$ cat src/rtl/sres_pkg.sv
// ----------------------------------------------------------------------------
// Sine ramp switch envelope - shared definitions
// Phase codes, register indexes, Q1.16 ramp constants and reset values.
// ----------------------------------------------------------------------------
package sres_pkg;

	localparam int SINE_TABLE_DEPTH_DEF = 1024;
	localparam int SAMPLE_WIDTH_DEF     = 24;

	localparam int LEN_W   = 16;
	localparam int STEP_W  = 17;
	localparam int POS_W   = 17;
	localparam int CFG_IDX_W = 3;
	localparam int CFG_DATA_W = 17;

	// Q1.16 unity and rounding half
	localparam logic [POS_W-1:0] POS_ONE   = 17'h10000;
	localparam int               ROUND_HALF = 32768;
	localparam int               FRAC_BITS  = 16;

	// pi/2 in Q30, seed of the quarter-sine table
	localparam longint HALF_PI_Q30 = 64'd1686629713;

	localparam logic [LEN_W-1:0]  FALL_LEN_RST  = 16'd240;
	localparam logic [LEN_W-1:0]  HOLD_LEN_RST  = 16'd2400;
	localparam logic [LEN_W-1:0]  RISE_LEN_RST  = 16'd240;
	localparam logic [STEP_W-1:0] FALL_STEP_RST = 17'd273;
	localparam logic [STEP_W-1:0] RISE_STEP_RST = 17'd273;

	typedef enum logic [1:0] {
		PH_IDLE = 2'd0,
		PH_FALL = 2'd1,
		PH_HOLD = 2'd2,
		PH_RISE = 2'd3
	} phase_t;

	typedef enum logic [CFG_IDX_W-1:0] {
		CFG_FALL_LEN  = 3'd0,
		CFG_HOLD_LEN  = 3'd1,
		CFG_RISE_LEN  = 3'd2,
		CFG_FALL_STEP = 3'd3,
		CFG_RISE_STEP = 3'd4
	} cfg_idx_t;

endpackage

$ cat src/rtl/sres_scale.sv
// ----------------------------------------------------------------------------
// Sine ramp switch envelope - channel scaler
// Multiply one sample by a Q1.16 weight, round half up, register the result.
// ----------------------------------------------------------------------------
module sres_scale
	import sres_pkg::*;
#(
	parameter int SAMPLE_WIDTH = SAMPLE_WIDTH_DEF
) (
	input  logic                           clk,
	input  logic                           en,
	input  logic signed [SAMPLE_WIDTH-1:0] sample,
	input  logic        [POS_W-1:0]        weight,
	output logic signed [SAMPLE_WIDTH-1:0] result_s2
);

	localparam int PW = SAMPLE_WIDTH + POS_W + 1;

	logic signed [PW-1:0] prod;
	logic signed [PW-1:0] rnd;
	logic signed [PW-1:0] shifted;

	always_comb begin
		prod    = PW'(sample) * PW'(signed'({1'b0, weight}));
		rnd     = prod + PW'(ROUND_HALF);
		shifted = rnd >>> FRAC_BITS;
	end

	always_ff @(posedge clk) begin
		if (en) begin
			result_s2 <= shifted[SAMPLE_WIDTH-1:0];
		end
	end

endmodule

$ cat config.mk
export PLATFORM = sky130hd
export DESIGN_NAME = sres_scale
export DESIGN_NICKNAME = d
export VERILOG_FILES = /design/src/rtl/sres_pkg.sv /design/src/rtl/sres_scale.sv
export SDC_FILE = /design/constraint.sdc
export NUM_CORES = 1
export LEC_CHECK = 0
export ABC_AREA = 1
export BUFFER_PORTS_ARGS = -buffer_cell sky130_fd_sc_hd__buf_2
export CAP_MARGIN = 20
export CORE_ASPECT_RATIO = 1.1
export CORE_UTILIZATION = 65
export CTS_CLUSTER_DIAMETER = 150
export DETAILED_ROUTE_END_ITERATION = 10
export PLACE_DENSITY = 0.94
export SYNTH_ARGS = -nofsm -noshare
export SYNTH_HDL_FRONTEND = slang
export SYNTH_SLANG_ARGS = --single-unit
$ cat constraint.sdc
create_clock -name clk -period 10.4 [get_ports clk]
set_input_delay 1.04 -clock clk [delete_from_list [all_inputs] [get_ports clk]]
set_output_delay 1.04 -clock clk [all_outputs]
set_load 0.005 [all_outputs]
==> impl_metrics.env <==
export IMPL_fmax_ghz=0.148
export IMPL_finalNonFillerCells=2427
export IMPL_synth_seq_cells=24
export IMPL_die_y_um=168
export IMPL_worstHoldPathCells=1
export IMPL_syn_avg_cell_area_um2=7.68
export IMPL_cap_violations=0
export IMPL_hp_class="input port to register"
export IMPL_cts_tree="yes"
export IMPL_firstDrtPassIters=6
export IMPL_relSlewSlack_pct=54.2
export IMPL_slew_viol_final=0
export IMPL_crit_fanout=24
export IMPL_gp_congestion=0.937
export IMPL_finalNetCount=2666
export IMPL_async_reset_ff_share_pct=0
export IMPL_synth_area_um2=16400
export IMPL_post_route_min_period_ns=6.77
export IMPL_cts_made_buffers=3
export IMPL_setup_viol=0
export IMPL_io_buffers=66
export IMPL_finalCritPeriodShare_pct=65.1
export IMPL_worstMarginPinSlew_ns=0.687
export IMPL_fill_cells=1858
export IMPL_synth_edf_count=24
export IMPL_start_util_pct=66.5
export IMPL_vias=13321
export IMPL_multi_input_area_um2=12600
export IMPL_grt_overflow_total=0
export IMPL_drc=0
export IMPL_top_regs="result_s2 (24)"
export IMPL_ant_nets=0
export IMPL_first_iter_violations=1120
export IMPL_max_flop_register="result_s2"
export IMPL_crit_path_top_delay_cell="fa_1"
export IMPL_max_stage_delay_ns=0.71
export IMPL_die_area_um2=25800
export IMPL_ys_warn_count=0
export IMPL_die_width_um=153
export IMPL_drive_gt1_share_pct=3.92
export IMPL_status="finished clean"
export IMPL_ys_seq_area_share_pct=4.40
export IMPL_crit_chain="buf_2 -> nand2_1 -> fa_1 -> fa_1 -> inv_1 -> fa_1 -> fa_1 -> inv_1 -> fa_1 -> fa_1 -> inv_1 -> ha_1 -> nand2_1 -> nor3_1 -> nand2_1 -> nor2_1 -> nand3_1 -> nand3_1 -> inv_1 -> nand2_1 -> nand2_1"
export IMPL_areaGrowthSynthToFinish_pct=2.91
export IMPL_syn_num_nets=2679
export IMPL_startpoint_type="input port"
export IMPL_avgRoutedWirePerCell_um=17.6
export IMPL_htreeDepth=1
export IMPL_path_class="input port to register"
export IMPL_rows=60
export IMPL_cts_sinks=24
export IMPL_regArea_um2=721
export IMPL_critPathMostFrequentCell="fa_1"
export IMPL_max_clock_path_buffers=2
export IMPL_dp_hpwl_um=35100
export IMPL_grt_usage_pct=35.4
export IMPL_critPathArrivalTime_ns=6.80
export IMPL_ys_flop_type="edfxtp_1"
export IMPL_io_pins=67
export IMPL_cts_hold_buf=0
export IMPL_cts_resized=0
export IMPL_path_clk_slew_ns=0.07
export IMPL_required_ns=10.43
export IMPL_synth_cell_types=33
export IMPL_setup_tns_ns=0
export IMPL_cts_root_buf="clkbuf_16"
export IMPL_largest_reg_flops=24
export IMPL_grt_max_degree=26
export IMPL_finalWirelength_um=42600
export IMPL_grt_first_pass_wirelength_um=70800
export IMPL_vias_per_cell=5.49
export IMPL_coreArea_um2=24600
export IMPL_post_cts_setup_buffers=0
export IMPL_finalHoldViolCount=0
export IMPL_synth_cells=2130
export IMPL_grt_pass1_vias=14929
export IMPL_rsz0062_at_grt="false"
export IMPL_antenna_found_initial=2
export IMPL_dp_cells=2422
export IMPL_end_kind="register"
[logic make-up (layout without fill, tap and decap cells)]
group	after synthesis	count (layout)	synth area share [%]
adders and majority gates	506	506	56.5
other	0	1	0
buffers and inverters	822	808	18.9
DFF	24	24	4.40
xor gates and xnor gates	26	26	1.39
and+or+nand+nor	665	665	15.7
AOI/OAI and AO/OA	87	87	3.11
[metrics by stage]
step	cell area [um2]	hold slack, ns	utilization, %	worst slack (ns)
detailed placement	16800	1.43	68.1	3.38
finish	16800	1.31	68.4	3.63
global route	16800	1.33	68.4	3.28
global placement	16800	1.43	68.1	3.51
floorplan	16400	1.15	-	4.00
CTS	16800	1.31	68.4	3.64
[cells in the final DEF, fill, tap and decap left out, types with 2 or more instances in the layout]
master and instances:
a21boi_0 2, a21o_1 12, a21oi_1 36, a31oi_1 3
buf_2 66, clkbuf_16 3, edfxtp_1 24, fa_1 388
ha_1 118, inv_1 734, inv_2 4, nand2_1 551
nand2_2 5, nand3_1 27, nand4_1 2, nor2_1 67
nor3_1 7, nor4_1 3, o21a_1 3, o21ai_0 22
o21ai_2 2, o21bai_1 3, xnor2_1 9, xor2_1 17
[metal layers]
layer,track usage (%),share of wire [%],vias up,routed length (um)
met5,0,0.031,-,13
met4,26.5,8.4,2,3580
met3,5.30,7.9,255,3380
met1,38.1,33,6474,14000
met2,63.4,51,744,21600
li1,-,-,5846,-
[synth_stat cells (5+ instances only)]
cell type | number | area [um2]
nor2_1 | 67 | 251
inv_1 | 734 | 2760
edfxtp_1 | 24 | 721
xnor2_1 | 9 | 78.8
a21oi_1 | 36 | 180
a21o_1 | 12 | 90.1
ha_1 | 118 | 1480
nor3_1 | 7 | 35.0
nand2_1 | 551 | 2070
o21ai_0 | 22 | 110
nand2_2 | 5 | 31.3
clkbuf_1 | 79 | 297
nand3_1 | 27 | 135
xor2_1 | 17 | 149
fa_1 | 388 | 7770
[critical path: cells and delay by family]
family        cells  cell delay, ns
fa+ha+maj         7            3.73
buf+inv           5            0.81
simple gates      9            1.20
[worst paths after layout]
check                      from                      end  slack [ns]
worst max-delay path  weight[3]  result_s2[23]$_DFFE_PP_        3.63
worst min-delay path         en  result_s2[14]$_DFFE_PP_        1.31
[cell type report]
| cell class | count | share of cell area, % |
|---|---|---|
| multi-input combinational | 1284 | 74.5 |
| inverter | 738 | 16.4 |
| sequential | 24 | 4.28 |
| tap | 310 | 2.30 |
| timing repair buffer | 66 | 1.96 |
| clock buffer | 3 | 0.446 |
| clock inverter | 1 | 0.0223 |
| antenna | 1 | 0.0149 |
Power is not shown: default switching activity piles up to over one toggle a cycle in this logic, so the estimate is an artifact.
